`src/design/afe_pkg.sv`:
```
// Shared types, constants and helper functions of the audio frame feature extractor.
// Used by afe_ctrl, afe_dp and audio_frame_feature_extractor_core; no dependencies.
package afe_pkg;

   localparam int MAX_FRAME_SAMPLES_DEF = 4096;
   localparam int MAX_FFT_SIZE_DEF      = 8192;

   localparam int SR_W       = 18;
   localparam int FFT_W      = 14;
   localparam int SQ_W       = 43;
   localparam int PEAK_W     = 16;
   localparam int BIN_W      = 14;
   localparam int BEST_W     = 13;
   localparam int MAG_W      = 24;
   localparam int WSUM_W     = 50;
   localparam int MSUM_W     = 37;
   localparam int WPROD_W    = 37;
   localparam int NUM_W      = 68;
   localparam int DEN_W      = 51;
   localparam int MP_W       = 18;
   localparam int ROOT_W     = 44;
   localparam int CNT_W      = 7;
   localparam int HZ_W       = 17;
   localparam int RMS_W      = 16;
   localparam int REQ_DATA_W = 40;
   localparam int RSP_DATA_W = 96;

   localparam logic [CNT_W-1:0]  DIV_STEPS  = 7'd68;
   localparam logic [CNT_W-1:0]  MUL_STEPS  = 7'd18;
   localparam logic [CNT_W-1:0]  ROOT_STEPS = 7'd22;
   localparam logic [ROOT_W-1:0] ROOT_TOP   = 44'h400_0000_0000;
   localparam logic [BIN_W-1:0]  BIN_LAST   = 14'd8191;
   localparam logic [BIN_W-1:0]  BIN_SAT    = 14'd8192;
   localparam logic [SR_W-1:0]   SR_RESET   = 18'd48000;
   localparam logic [FFT_W-1:0]  FFT_RESET  = 14'd4096;

   typedef enum logic [2:0] {
      OP_DIV_RMS,
      OP_SQRT,
      OP_MUL_PF,
      OP_DIV_PF,
      OP_MUL_CN,
      OP_MUL_CD,
      OP_DIV_CEN
   } op_type;

   typedef enum logic [1:0] {
      ST_ACC,
      ST_START,
      ST_WAIT,
      ST_OUT
   } state_type;

   typedef enum logic {
      CSR_SAMPLE_RATE = 1'b0,
      CSR_FFT_SIZE    = 1'b1
   } csr_index_type;

   typedef struct packed {
      logic   accept;
      logic   start;
      op_type op;
      logic   emit;
   } ctl_cmd_type;

   typedef struct packed {
      logic busy;
      logic out_full;
   } dp_status_type;

   function automatic op_type next_op(input op_type op);
      op_type nxt;
      case (op)
         OP_DIV_RMS: nxt = OP_SQRT;
         OP_SQRT:    nxt = OP_MUL_PF;
         OP_MUL_PF:  nxt = OP_DIV_PF;
         OP_DIV_PF:  nxt = OP_MUL_CN;
         OP_MUL_CN:  nxt = OP_MUL_CD;
         OP_MUL_CD:  nxt = OP_DIV_CEN;
         default:    nxt = OP_DIV_CEN;
      endcase
      return nxt;
   endfunction

   function automatic logic [CNT_W-1:0] op_steps(input op_type op);
      logic [CNT_W-1:0] n;
      case (op)
         OP_SQRT:                        n = ROOT_STEPS;
         OP_MUL_PF, OP_MUL_CN, OP_MUL_CD: n = MUL_STEPS;
         default:                        n = DIV_STEPS;
      endcase
      return n;
   endfunction

endpackage

```
`src/design/audio_frame_feature_extractor_core.sv`:
```
// Samples and spectrum bins are taken at one transfer per clock while a frame streams in;
// the transfer with tlast closes the frame. The closing work then runs on one shared serial
// unit set: a restoring divide and a square root for the RMS level, a multiply and a divide
// for the peak frequency, and two multiplies and a divide for the centroid. The controller
// sequences the seven operations in turn and then loads the output register; no new
// transfer is taken while a frame closes. The finished result sits in an output register,
// so the next frame may start streaming while it waits to be taken.
module audio_frame_feature_extractor_core import afe_pkg::*; #(
   parameter int MAX_FRAME_SAMPLES = MAX_FRAME_SAMPLES_DEF,
   parameter int MAX_FFT_SIZE      = MAX_FFT_SIZE_DEF
) (
   input  logic                  clock,
   input  logic                  reset,
   input  logic                  req_tvalid,
   output logic                  req_tready,
   input  logic [REQ_DATA_W-1:0] req_tdata,   // sample[15:0], magnitude[39:16]
   input  logic [0:0]            req_tuser,   // req_type[0]
   input  logic                  req_tlast,
   output logic                  rsp_tvalid,
   input  logic                  rsp_tready,
   // rms_level[15:0], peak_level[31:16], peak_freq_hz[48:32],
   // peak_magnitude[72:49], centroid_hz[89:73], zero fill[95:90]
   output logic [RSP_DATA_W-1:0] rsp_tdata,
   output logic [0:0]            rsp_tuser,   // spectrum_valid[0]
   input  logic                  csr_we,
   input  logic [0:0]            csr_index,
   input  logic [SR_W-1:0]       csr_wdata
);

   ctl_cmd_type   cmd;
   dp_status_type status;

   afe_ctrl u_ctrl (
      .clock      (clock),
      .reset      (reset),
      .req_tvalid (req_tvalid),
      .req_tlast  (req_tlast),
      .req_tready (req_tready),
      .status     (status),
      .cmd        (cmd)
   );

   afe_dp #(
      .MAX_FRAME_SAMPLES (MAX_FRAME_SAMPLES),
      .MAX_FFT_SIZE      (MAX_FFT_SIZE)
   ) u_dp (
      .clock      (clock),
      .reset      (reset),
      .cmd        (cmd),
      .status     (status),
      .req_tdata  (req_tdata),
      .req_tuser  (req_tuser),
      .csr_we     (csr_we),
      .csr_index  (csr_index),
      .csr_wdata  (csr_wdata),
      .rsp_tready (rsp_tready),
      .rsp_tvalid (rsp_tvalid),
      .rsp_tdata  (rsp_tdata),
      .rsp_tuser  (rsp_tuser)
   );

   a_no_accept_while_busy: assert property (@(posedge clock) disable iff (reset)
      status.busy |-> !req_tready)
      else $error("Input transfer possible while the arithmetic unit is busy.");

   a_emit_into_free_slot: assert property (@(posedge clock) disable iff (reset)
      cmd.emit |-> !(rsp_tvalid && !rsp_tready))
      else $error("Result written over a pending output transfer.");

   a_emit_shows_result: assert property (@(posedge clock) disable iff (reset)
      cmd.emit |=> rsp_tvalid)
      else $error("Result was not presented after emit.");

endmodule

```
`src/design/afe_ctrl.sv`:
```
// Controller state machine of the audio frame feature extractor.
// Depends on afe_pkg; drives the command struct of afe_dp.
module afe_ctrl import afe_pkg::*; (
   input  logic          clock,
   input  logic          reset,
   input  logic          req_tvalid,
   input  logic          req_tlast,
   output logic          req_tready,
   input  dp_status_type status,
   output ctl_cmd_type   cmd
);

   state_type state_ff, state_in;
   op_type    op_ff, op_in;

   always_ff @(posedge clock) begin
      if (reset) begin
         state_ff <= ST_ACC;
         op_ff    <= OP_DIV_RMS;
      end else begin
         state_ff <= state_in;
         op_ff    <= op_in;
      end
   end

   always_comb begin
      state_in   = state_ff;
      op_in      = op_ff;
      req_tready = 1'b0;
      cmd.accept = 1'b0;
      cmd.start  = 1'b0;
      cmd.op     = op_ff;
      cmd.emit   = 1'b0;
      case (state_ff)
         ST_ACC: begin
            req_tready = 1'b1;
            if (req_tvalid) begin
               cmd.accept = 1'b1;
               if (req_tlast) begin
                  op_in    = OP_DIV_RMS;
                  state_in = ST_START;
               end
            end
         end
         ST_START: begin
            cmd.start = 1'b1;
            state_in  = ST_WAIT;
         end
         ST_WAIT: begin
            if (!status.busy) begin
               if (op_ff == OP_DIV_CEN) begin
                  state_in = ST_OUT;
               end else begin
                  op_in    = next_op(op_ff);
                  state_in = ST_START;
               end
            end
         end
         ST_OUT: begin
            if (!status.out_full) begin
               cmd.emit = 1'b1;
               state_in = ST_ACC;
            end
         end
         default: state_in = ST_ACC;
      endcase
   end

endmodule

```
`src/design/afe_dp.sv`:
```
// Datapath of the audio frame feature extractor: frame accumulators, configuration,
// a shared serial multiplier, restoring divider, square root and the result register.
// Depends on afe_pkg; sequenced by afe_ctrl.
module afe_dp import afe_pkg::*; #(
   parameter int MAX_FRAME_SAMPLES = MAX_FRAME_SAMPLES_DEF,
   parameter int MAX_FFT_SIZE      = MAX_FFT_SIZE_DEF
) (
   input  logic                  clock,
   input  logic                  reset,
   input  ctl_cmd_type           cmd,
   output dp_status_type         status,
   input  logic [REQ_DATA_W-1:0] req_tdata,
   input  logic [0:0]            req_tuser,
   input  logic                  csr_we,
   input  logic [0:0]            csr_index,
   input  logic [SR_W-1:0]       csr_wdata,
   input  logic                  rsp_tready,
   output logic                  rsp_tvalid,
   output logic [RSP_DATA_W-1:0] rsp_tdata,
   output logic [0:0]            rsp_tuser
);

   localparam int TOTAL_W = $clog2(MAX_FRAME_SAMPLES + 1);
   localparam logic [TOTAL_W-1:0] TOTAL_MAX = TOTAL_W'(MAX_FRAME_SAMPLES);
   localparam logic [16:0] LIMIT_CAP = 17'(MAX_FFT_SIZE / 2);

   logic [SR_W-1:0]    sr_ff, sr_in;
   logic [FFT_W-1:0]   fft_ff, fft_in;
   logic [SQ_W-1:0]    sq_ff, sq_in;
   logic [TOTAL_W-1:0] total_ff, total_in;
   logic [PEAK_W-1:0]  peak_ff, peak_in;
   logic [BIN_W-1:0]   bin_ff, bin_in;
   logic [BEST_W-1:0]  best_bin_ff, best_bin_in;
   logic [MAG_W-1:0]   best_mag_ff, best_mag_in;
   logic [WSUM_W-1:0]  wsum_ff, wsum_in;
   logic [MSUM_W-1:0]  msum_ff, msum_in;
   logic               busy_ff, busy_in;
   logic [CNT_W-1:0]   cnt_ff, cnt_in;
   op_type             op_ff, op_in;
   logic               out_valid_ff, out_valid_in;

   logic [NUM_W-1:0]   q_ff, q_in;
   logic [DEN_W-1:0]   rem_ff, rem_in;
   logic [DEN_W-1:0]   den_ff, den_in;
   logic [NUM_W-1:0]   mc_ff, mc_in;
   logic [MP_W-1:0]    mp_ff, mp_in;
   logic [NUM_W-1:0]   acc_ff, acc_in;
   logic [NUM_W-1:0]   cen_num_ff, cen_num_in;
   logic [ROOT_W-1:0]  v_ff, v_in;
   logic [ROOT_W-1:0]  res_ff, res_in;
   logic [ROOT_W-1:0]  bit_ff, bit_in;
   logic [HZ_W-1:0]    pf_res_ff, pf_res_in;
   logic [RSP_DATA_W-1:0] rsp_data_ff, rsp_data_in;
   logic [0:0]         rsp_user_ff, rsp_user_in;

   logic signed [15:0] sample;
   logic [MAG_W-1:0]   magnitude;
   logic [PEAK_W-1:0]  abs_val;
   logic [31:0]        sq_term;
   logic [16:0]        half_fft;
   logic [16:0]        limit;
   logic               bin_use;
   logic [WPROD_W-1:0] wprod;
   logic [DEN_W:0]     div_trial;
   logic [ROOT_W:0]    root_trial;
   logic               spec_ok;
   logic [RMS_W-1:0]   rms_out;
   logic [HZ_W-1:0]    pf_out;
   logic [MAG_W-1:0]   pm_out;
   logic [HZ_W-1:0]    cen_out;

   assign sample     = req_tdata[15:0];
   assign magnitude  = req_tdata[39:16];
   assign abs_val    = sample[15] ? (~req_tdata[15:0] + 16'd1) : req_tdata[15:0];
   assign sq_term    = abs_val * abs_val;
   assign half_fft   = 17'(fft_ff >> 1);
   assign limit      = (half_fft < LIMIT_CAP) ? half_fft : LIMIT_CAP;
   assign bin_use    = (17'(bin_ff) <= limit) && (bin_ff <= BIN_LAST);
   assign wprod      = WPROD_W'(bin_ff[BEST_W-1:0]) * WPROD_W'(magnitude);
   assign div_trial  = {rem_ff, q_ff[NUM_W-1]};
   assign root_trial = {1'b0, res_ff} + {1'b0, bit_ff};

   assign spec_ok = (bin_ff != '0) && (sr_ff != '0) && (fft_ff != '0);
   assign rms_out = (total_ff != '0) ? res_ff[RMS_W-1:0] : '0;
   assign pf_out  = spec_ok ? pf_res_ff : '0;
   assign pm_out  = spec_ok ? best_mag_ff : '0;
   assign cen_out = (spec_ok && (msum_ff != '0)) ? q_ff[HZ_W-1:0] : '0;

   always_comb begin
      sr_in       = sr_ff;
      fft_in      = fft_ff;
      sq_in       = sq_ff;
      total_in    = total_ff;
      peak_in     = peak_ff;
      bin_in      = bin_ff;
      best_bin_in = best_bin_ff;
      best_mag_in = best_mag_ff;
      wsum_in     = wsum_ff;
      msum_in     = msum_ff;
      busy_in     = busy_ff;
      cnt_in      = cnt_ff;
      op_in       = op_ff;
      q_in        = q_ff;
      rem_in      = rem_ff;
      den_in      = den_ff;
      mc_in       = mc_ff;
      mp_in       = mp_ff;
      acc_in      = acc_ff;
      cen_num_in  = cen_num_ff;
      v_in        = v_ff;
      res_in      = res_ff;
      bit_in      = bit_ff;
      pf_res_in   = pf_res_ff;
      rsp_data_in = rsp_data_ff;
      rsp_user_in = rsp_user_ff;
      out_valid_in = rsp_tready ? 1'b0 : out_valid_ff;

      if (csr_we) begin
         case (csr_index_type'(csr_index))
            CSR_SAMPLE_RATE: sr_in  = csr_wdata;
            CSR_FFT_SIZE:    fft_in = csr_wdata[FFT_W-1:0];
            default:         sr_in  = sr_ff;
         endcase
      end

      if (cmd.accept) begin
         if (!req_tuser[0]) begin
            if (total_ff < TOTAL_MAX) begin
               sq_in    = sq_ff + SQ_W'(sq_term);
               total_in = total_ff + 1'b1;
               if (abs_val > peak_ff) begin
                  peak_in = abs_val;
               end
            end
         end else begin
            if (bin_use) begin
               if (magnitude > best_mag_ff) begin
                  best_mag_in = magnitude;
                  best_bin_in = bin_ff[BEST_W-1:0];
               end
               wsum_in = wsum_ff + WSUM_W'(wprod);
               msum_in = msum_ff + MSUM_W'(magnitude);
            end
            bin_in = (bin_ff < BIN_LAST) ? (bin_ff + 1'b1) : BIN_SAT;
         end
      end

      if (cmd.start) begin
         busy_in = 1'b1;
         cnt_in  = op_steps(cmd.op);
         op_in   = cmd.op;
         case (cmd.op)
            OP_DIV_RMS: begin
               q_in   = NUM_W'(sq_ff);
               den_in = DEN_W'(total_ff);
               rem_in = '0;
            end
            OP_SQRT: begin
               v_in   = q_ff[ROOT_W-1:0];
               res_in = '0;
               bit_in = ROOT_TOP;
            end
            OP_MUL_PF: begin
               mc_in  = NUM_W'(best_bin_ff);
               mp_in  = sr_ff;
               acc_in = '0;
            end
            OP_DIV_PF: begin
               q_in   = acc_ff;
               den_in = DEN_W'(fft_ff);
               rem_in = '0;
            end
            OP_MUL_CN: begin
               pf_res_in = q_ff[HZ_W-1:0];
               mc_in     = NUM_W'(wsum_ff);
               mp_in     = sr_ff;
               acc_in    = '0;
            end
            OP_MUL_CD: begin
               cen_num_in = acc_ff;
               mc_in      = NUM_W'(msum_ff);
               mp_in      = MP_W'(fft_ff);
               acc_in     = '0;
            end
            default: begin
               q_in   = cen_num_ff;
               den_in = acc_ff[DEN_W-1:0];
               rem_in = '0;
            end
         endcase
      end else if (busy_ff) begin
         cnt_in  = cnt_ff - 1'b1;
         busy_in = (cnt_ff != 7'd1);
         case (op_ff)
            OP_SQRT: begin
               if ({1'b0, v_ff} >= root_trial) begin
                  v_in   = ROOT_W'({1'b0, v_ff} - root_trial);
                  res_in = (res_ff >> 1) + bit_ff;
               end else begin
                  res_in = res_ff >> 1;
               end
               bit_in = bit_ff >> 2;
            end
            OP_MUL_PF, OP_MUL_CN, OP_MUL_CD: begin
               if (mp_ff[0]) begin
                  acc_in = acc_ff + mc_ff;
               end
               mc_in = mc_ff << 1;
               mp_in = mp_ff >> 1;
            end
            default: begin
               if (div_trial >= {1'b0, den_ff}) begin
                  rem_in = DEN_W'(div_trial - {1'b0, den_ff});
                  q_in   = {q_ff[NUM_W-2:0], 1'b1};
               end else begin
                  rem_in = div_trial[DEN_W-1:0];
                  q_in   = {q_ff[NUM_W-2:0], 1'b0};
               end
            end
         endcase
      end

      if (cmd.emit) begin
         out_valid_in = 1'b1;
         rsp_data_in  = {6'd0, cen_out, pm_out, pf_out, peak_ff, rms_out};
         rsp_user_in  = (bin_ff != '0);
         sq_in        = '0;
         total_in     = '0;
         peak_in      = '0;
         bin_in       = '0;
         best_bin_in  = '0;
         best_mag_in  = '0;
         wsum_in      = '0;
         msum_in      = '0;
      end
   end

   always_ff @(posedge clock) begin
      if (reset) begin
         sr_ff        <= SR_RESET;
         fft_ff       <= FFT_RESET;
         sq_ff        <= '0;
         total_ff     <= '0;
         peak_ff      <= '0;
         bin_ff       <= '0;
         best_bin_ff  <= '0;
         best_mag_ff  <= '0;
         wsum_ff      <= '0;
         msum_ff      <= '0;
         busy_ff      <= 1'b0;
         cnt_ff       <= '0;
         op_ff        <= OP_DIV_RMS;
         out_valid_ff <= 1'b0;
      end else begin
         sr_ff        <= sr_in;
         fft_ff       <= fft_in;
         sq_ff        <= sq_in;
         total_ff     <= total_in;
         peak_ff      <= peak_in;
         bin_ff       <= bin_in;
         best_bin_ff  <= best_bin_in;
         best_mag_ff  <= best_mag_in;
         wsum_ff      <= wsum_in;
         msum_ff      <= msum_in;
         busy_ff      <= busy_in;
         cnt_ff       <= cnt_in;
         op_ff        <= op_in;
         out_valid_ff <= out_valid_in;
      end
   end

   always_ff @(posedge clock) begin
      q_ff        <= q_in;
      rem_ff      <= rem_in;
      den_ff      <= den_in;
      mc_ff       <= mc_in;
      mp_ff       <= mp_in;
      acc_ff      <= acc_in;
      cen_num_ff  <= cen_num_in;
      v_ff        <= v_in;
      res_ff      <= res_in;
      bit_ff      <= bit_in;
      pf_res_ff   <= pf_res_in;
      rsp_data_ff <= rsp_data_in;
      rsp_user_ff <= rsp_user_in;
   end

   assign status.busy     = busy_ff;
   assign status.out_full = out_valid_ff && !rsp_tready;
   assign rsp_tvalid      = out_valid_ff;
   assign rsp_tdata       = rsp_data_ff;
   assign rsp_tuser       = rsp_user_ff;

endmodule

```
`config.mk`:
```
export PLATFORM = sky130hd
export DESIGN_NAME = audio_frame_feature_extractor_core
export DESIGN_NICKNAME = d
export VERILOG_FILES = /design/src/design/afe_pkg.sv /design/src/design/audio_frame_feature_extractor_core.sv /design/src/design/afe_ctrl.sv /design/src/design/afe_dp.sv
export SDC_FILE = /design/constraint.sdc
export NUM_CORES = 2
export LEC_CHECK = 0
export BUFFER_PORTS_ARGS = -buffer_cell sky130_fd_sc_hd__buf_2
export CAP_MARGIN = 40
export CORE_MARGIN = 5
export CORE_UTILIZATION = 30
export CTS_BUF_LIST = sky130_fd_sc_hd__clkbuf_8
export CTS_CLUSTER_DIAMETER = 200
export CTS_CLUSTER_SIZE = 40
export DETAILED_ROUTE_END_ITERATION = 12
export PLACE_DENSITY = 0.53
export REMOVE_ABC_BUFFERS = 1
export SLEW_MARGIN = 0
export SYNTH_ARGS = -nofsm -noshare
export SYNTH_HDL_FRONTEND = slang
export SYNTH_SLANG_ARGS = --single-unit
```
`constraint.sdc`:
```
create_clock -name clock -period 15.55 [get_ports clock]
set_input_delay 2.3325 -clock clock [delete_from_list [all_inputs] [get_ports clock]]
set_output_delay 2.3325 -clock clock [all_outputs]
set_load 0.01 [all_outputs]
```
Word level (Yosys, flattened, before mapping)
Cells that the tools add are included.
Word-level totals
  bits of input ports: 66
  output and inout bits: 99
  register bits after elaboration: 891
  logic and storage cells: 194
Operators by class
  bitwise gates (word level): 4
  magnitude comparators: 9
  multiply operators: 2
  reduce and logical (&&, ||, !) cells: 44
  add/subtract/negate cells: 12
  equal/unequal tests: 25
  muxes and demuxes: 66
Operators with widths (count)
  $mux W68: 11
  $mux W44: 14
  $pmux W68 S3: 2
  $mux W51: 5
  $pmux W51 S3: 1
  $add A68 B68 Y68: 1
  $mux W18: 3
  $ge A52 B51 Y1: 1
  $sub A51 B51 Y51: 1
  $add A50 B37 Y50: 1
  $add A44 B44 Y45: 1
  $ge A44 B45 Y1: 1
  $add A43 B44 Y44: 1
  $sub A44 B44 Y44: 1
  $add A43 B32 Y43: 1
  $add A37 B24 Y37: 1
  $mul A13 B24 Y37: 1
  $reduce_bool A37 Y1: 1
  $pmux W18 S2: 1
  $mul A16 B16 Y32: 1
  $reduce_bool A14 Y1: 2
  $lt A13 B13 Y1 const B: 2
  $gt A24 B24 Y1: 1
  $reduce_and A4 Y1: 5
  other kinds (44): 102

Longest topological paths before layout
  word-level depth: 6
  mapped depth: 33
  gate-level depth less buffers: 32

By module
From an unflattened synthesis, not the netlist that was laid out.
Unflattened totals
  cell total of the unflattened synthesis: 7311
  area, all modules: 68074.0 um2
By module, submodules not included
  afe_dp: cells each 7282, area each 67816.3 um2, times used 1, seq. area each 23402.4 um2
  afe_ctrl: cells each 29, area each 257.7 um2, times used 1, seq. area each 100.1 um2

Worst setup path before layout
No wires, ideal clock.
  kind: input port to flip-flop
  start: in req_tdata[0]
  end: reg u_dp.sq_ff[31]
  setup time: 132 ps
  arrival time: 9978 ps
  stages: 32
  data required time: 15418 ps
  path buffers: 1
  setup slack: 5439 ps
  cell sequence: clkbuf_1 -> clkinv_1 -> ha_1 -> nand2b_1 -> or3_1 -> o31a_1 -> xnor2_1 -> clkinv_1 -> nand2_1 -> inv_1 -> fa_1 -> inv_1 -> fa_1 -> fa_1 -> inv_1 -> fa_1 -> fa_1 -> inv_1 -> fa_1 -> inv_1 -> ha_1 -> a21oi_1 -> o21ai_0 -> a21oi_1 -> o2111ai_1 -> a31oi_1 -> o21bai_1 -> a2111oi_0 -> o21ai_0 -> xor2_1 -> nand2_1 -> a21oi_1
Between the ends
  cells in the longest elaborated chain, start to end: 5
Ends and longest elaborated chain
  start, declared: RTL line audio_frame_feature_extractor_core.sv:16  | input logic [REQ_DATA_W-1:0] req_tdata,
  $not A16 Y16: RTL line afe_dp.sv:74  | assign abs_val = sample[15] ? (~req_tdata[15:0] + 16'd1) : req_tdata[15:0];
  $add A16 B1 Y16: RTL line afe_dp.sv:74
  $mux W16: RTL line afe_dp.sv:74
  named net u_dp.abs_val[10]: RTL line afe_dp.sv:58  | logic [PEAK_W-1:0] abs_val;
  $mul A16 B16 Y32: RTL line afe_dp.sv:75  | assign sq_term = abs_val * abs_val;
  $add A43 B32 Y43: RTL line afe_dp.sv:129  | sq_in = sq_ff + SQ_W'(sq_term);
  end signal, assigned: RTL line afe_dp.sv:257  | sq_ff <= sq_in;
  end, declared: RTL line afe_dp.sv:29  | logic [SQ_W-1:0] sq_ff, sq_in;
The timed path passes the listed nets, and every way through them passes these cells.
A chain may end at the register's enable or synchronous reset.

Worst setup path after layout
Ends and elaborated chain as after synthesis.

==> metrics.txt <==
# TYPE chip_impl_metric gauge
chip_impl_metric{name="netlist_instances",unit=""} 7256
chip_impl_info{name="cts_root_buffer",value="sky130_fd_sc_hd__clkbuf_8"} 1
chip_impl_metric{name="static-leakage-power",unit="uW"} 0.0313
chip_impl_metric{name="final_hold_viol_count",unit=""} 0
chip_impl_metric{name="pwr_density_cell",unit="nW/um^2"} 117
chip_impl_metric{name="post-route-cell-area",unit="um^2"} 72800
chip_impl_metric{name="synth_async_sr_flop_share",unit="%"} 0
chip_impl_metric{name="critical_path_arrival",unit="ps"} 11710
chip_impl_metric{name="post_cts.resized_instances",unit=""} 0
chip_impl_metric{name="synth.lib_cells_used.distinct",unit=""} 87
chip_impl_metric{name="die-area",unit="um^2"} 237000
chip_impl_metric{name="area.growth.synth_to_final",unit="%"} 6.80
chip_impl_metric{name="postLayoutSetupSlackWorst",unit="ps"} 4700
chip_impl_metric{name="die_y_extent",unit="um"} 487
chip_impl_metric{name="post_cts_hold_buffer_count",unit=""} 0
chip_impl_metric{name="synth_warnings",unit=""} 0
chip_impl_metric{name="maxSlewHeadroom",unit="%"} 41.0
chip_impl_metric{name="cts-root-to-sink-buffers",unit=""} 3
chip_impl_metric{name="initial_cell_density_of_the_core",unit="%"} 30.1
chip_impl_metric{name="synth.avg_cell_area",unit="um^2"} 9.40
chip_impl_metric{name="cts_sinks",unit=""} 869
chip_impl_metric{name="initialDrtViolationCount",unit=""} 3072
chip_impl_metric{name="vias_per_cell",unit=""} 4.93
chip_impl_metric{name="htree_num_levels",unit=""} 1
chip_impl_info{name="postSynth.topFlopCell",value="sky130_fd_sc_hd__edfxtp_1"} 1
chip_impl_info{name="crit_path_frequent_cell",value="sky130_fd_sc_hd__fa_1"} 1
chip_impl_metric{name="drive_gt1_share",unit="%"} 4.66
chip_impl_info{name="cts_tree",value="built"} 1
chip_impl_metric{name="totalWireLength",unit="mm"} 181
chip_impl_metric{name="grt_first_pass_wirelength",unit="mm"} 291
chip_impl_metric{name="required",unit="ps"} 16420
chip_impl_metric{name="top_level_ports",unit=""} 165
chip_impl_info{name="crit_path_start_kind",value="input port"} 1
chip_impl_metric{name="final.setup_skew",unit="ps"} 74.2
chip_impl_metric{name="row_count",unit=""} 175
chip_impl_metric{name="finalSetupViolCount",unit=""} 0
chip_impl_metric{name="synth_enable_flop_cells",unit=""} 610
chip_impl_metric{name="fin_cells",unit=""} 10229
chip_impl_info{name="layout_common_cells",value="sky130_fd_sc_hd__nand2_1 (827), sky130_fd_sc_hd__inv_1 (810), sky130_fd_sc_hd__nor2_1 (698)"} 1
chip_impl_metric{name="max-vdd-ir-drop",unit="V"} 0.000301
chip_impl_metric{name="timing_worst_slew_pin_value",unit="ps"} 875
chip_impl_metric{name="cts_post_setup_buffers_inserted",unit=""} 0
chip_impl_metric{name="number_of_global_route_vias_before_repair",unit=""} 51412
chip_impl_info{name="rsz0062_at_grt",value="false"} 1
chip_impl_info{name="result_of_the_run",value="complete, no violations"} 1
chip_impl_metric{name="vias",unit=""} 50471
chip_impl_metric{name="finalWeightedCongestion",unit=""} 0.864
chip_impl_info{name="layout_commonest_cell",value="sky130_fd_sc_hd__nand2_1"} 1
chip_impl_metric{name="port_buffers",unit=""} 158
chip_impl_metric{name="postRouteAntennaNets",unit=""} 0
chip_impl_metric{name="report.power.total",unit="uW"} 8550
chip_impl_info{name="timing_worst_setup_path_type",value="input port to flip-flop"} 1
chip_impl_metric{name="period_minus_slack",unit="ps"} 10850
chip_impl_metric{name="number_of_pins_exceeding_their_max_slew_limit_in_the_final_report",unit=""} 0
chip_impl_metric{name="fp.coreArea",unit="um^2"} 227000
chip_impl_metric{name="final_nets",unit=""} 8231
chip_impl_metric{name="cts_inserted_buffers",unit=""} 26
chip_impl_metric{name="globalRouteTotalUtil",unit="%"} 15.0
chip_impl_metric{name="antenna_found_initial",unit=""} 8
chip_impl_metric{name="drv_cap",unit=""} 0
chip_impl_metric{name="worst_setup_hold_path_clk_slew",unit="ps"} 270
chip_impl_info{name="critPathCaptureType",value="flip-flop"} 1
chip_impl_metric{name="post-place-ws",unit="ps"} 3870
chip_impl_metric{name="die_width",unit="um"} 487
chip_impl_metric{name="synth_seq_cells",unit=""} 869
chip_impl_metric{name="place.detailed.instances",unit=""} 10175
chip_impl_info{name="worst_hold_path_type",value="flip-flop to flip-flop"} 1
chip_impl_metric{name="clock.fmax",unit="MHz"} 92.2
chip_impl_metric{name="clk_latency",unit="ps"} 910
chip_impl_metric{name="grt_overflow_total",unit=""} 0
chip_impl_metric{name="largest_stage_delay_on_the_critical_path",unit="ps"} 700
chip_impl_metric{name="crit_fanout",unit=""} 11
chip_impl_metric{name="drt_pre_antenna_iters",unit=""} 5
chip_impl_metric{name="fillerInstances",unit=""} 23693
chip_impl_info{name="critical-path-slowest-cell",value="sky130_fd_sc_hd__a2111oi_0"} 1
chip_impl_metric{name="final.period_utilization",unit="%"} 69.7
chip_impl_metric{name="dp.final_hpwl",unit="mm"} 139
chip_impl_metric{name="synth.yosys.seq_area_share",unit="%"} 34.5
chip_impl_metric{name="detail_route.drc_violations",unit=""} 0
chip_impl_metric{name="synthesis.area",unit="um^2"} 68200
chip_impl_metric{name="routedWlPerCell",unit="um"} 17.7
chip_impl_metric{name="instance_area_at_placement",unit="um^2"} 72300
chip_impl_metric{name="grt_max_degree",unit=""} 80
## per-layer routing
metal	part of all wire [%]	global-route usage [%]	vias up
li1	-	-	24507
met5	0.0072	0	-
met3	3.6	1.15	132
met4	1.5	2.19	2
met1	48	21.6	24977
met2	46	25.3	853
## cell type report
type | count | area (um^2) | area share (%)
inverters | 806 | 3030 | 4.17
diodes | 5 | 12.5 | 0.0172
repair buffers | 231 | 1520 | 2.08
flip-flops and latches | 869 | 23500 | 32.3
multi-input cells | 5261 | 40500 | 55.6
clock buffers | 26 | 358 | 0.491
clock inverters | 22 | 133 | 0.182
well taps | 3009 | 3760 | 5.17
## final timing paths
check	startpoint	to	slack (ps)	cells after the start
min reg2reg	u_dp.peak_ff[4]$_SDFFE_PP0P_	u_dp.rsp_tdata[20]$_DFFE_PP_	470	0
max reg2reg	u_dp.bin_ff[2]$_SDFFE_PP0P_	u_dp.wsum_ff[44]$_SDFFE_PP0P_	8110	24
min	u_dp.peak_ff[4]$_SDFFE_PP0P_	u_dp.rsp_tdata[20]$_DFFE_PP_	470	0
max	req_tdata[0]	u_dp.sq_ff[31]$_SDFFE_PP0P_	4700	32
## report_power, final
group / leakage, uW / total (uW) / internal, uW / switching, uW
sequential: 0.00778 / 2660 / 2580 / 80.8
clock: 0.000308 / 906 / 169 / 737
combinational: 0.0232 / 4980 / 2030 / 2950
total: 0.0313 / 8550 / 4780 / 3770
## worst max-delay path, delay by kind of cell
family	cells	cell delay, ps
AO/OA/AOI/OAI	10	2440
XOR/XNOR	2	760
adder cells (fa/ha/maj)	8	3740
buffers and inverters	8	1530
AND/OR/NAND/NOR	4	860
## synthesized netlist by cell type, drive strengths merged (11+ instances only)
cell    count  share of area (%)
nand2     828                4.6
inv       798                4.4
nor2      704                3.9
edfxtp    610                 27
ha        494                9.1
fa        476                 14
a21oi     433                3.2
clkbuf    264                1.5
o21ai     263                1.9
dfxtp     259                7.6
and2      232                2.1
xnor2     190                2.4
xor2      175                2.2
mux2i     171                2.5
a21o      165                1.8
a31oi     109                1.0
nor2b     104               0.95
nand3      90               0.66
nand4      74               0.68
a211oi     73               0.86
buf        71               0.55
nor3       70               0.52
o21bai     61               0.67
a22oi      58               0.64
and3       46               0.42
o21a       43               0.47
nand2b     39               0.36
a221oi     28               0.36
nor4       28               0.26
or3        28               0.26
a22o       23               0.30
o31ai      22               0.25
o211ai     21               0.25
a31o       17               0.22
o22ai      15               0.14
nand3b     14               0.15
o31a       13               0.17
a21boi     12               0.13
or2        11               0.10
## sequential cells by signal, indices dropped and copies added, names as in the netlist, 43 cells and up
register and count:
u_dp.den_ff 51, u_dp.v_ff 44, u_dp.rem_ff 51, u_dp.cen_num_ff 68, u_dp.rsp_tdata 90, u_dp.acc_ff 68, u_dp.mc_ff 68, u_dp.q_ff 68
u_dp.wsum_ff 50, u_dp.sq_ff 43, u_dp.res_ff 44
## logic make-up after synthesis
group	after synthesis	synth area share [%]
multiplexers	171	2.51
XOR/XNOR	365	4.69
adder cells (fa/ha/maj)	970	23.0
flip-flops	869	34.5
buffers and inverters	1141	6.44
other	2	0.0110
AND/OR/NAND/NOR	2297	15.3
AO/OA/AOI/OAI	1441	13.5
## through the flow
step / setup TNS (ps) / hold slack [ps] / utilization (%)
finish: 0 / 471 / 32.1
CTS: 0 / 474 / 32.1
detailed placement: 0 / 421 / 31.9
global placement: 0 / 422 / 31.8
floorplan: -201060 / 408 / -
global route: 0 / 486 / 32.1
No activity file was read; power rests on OpenSTA's default activity.
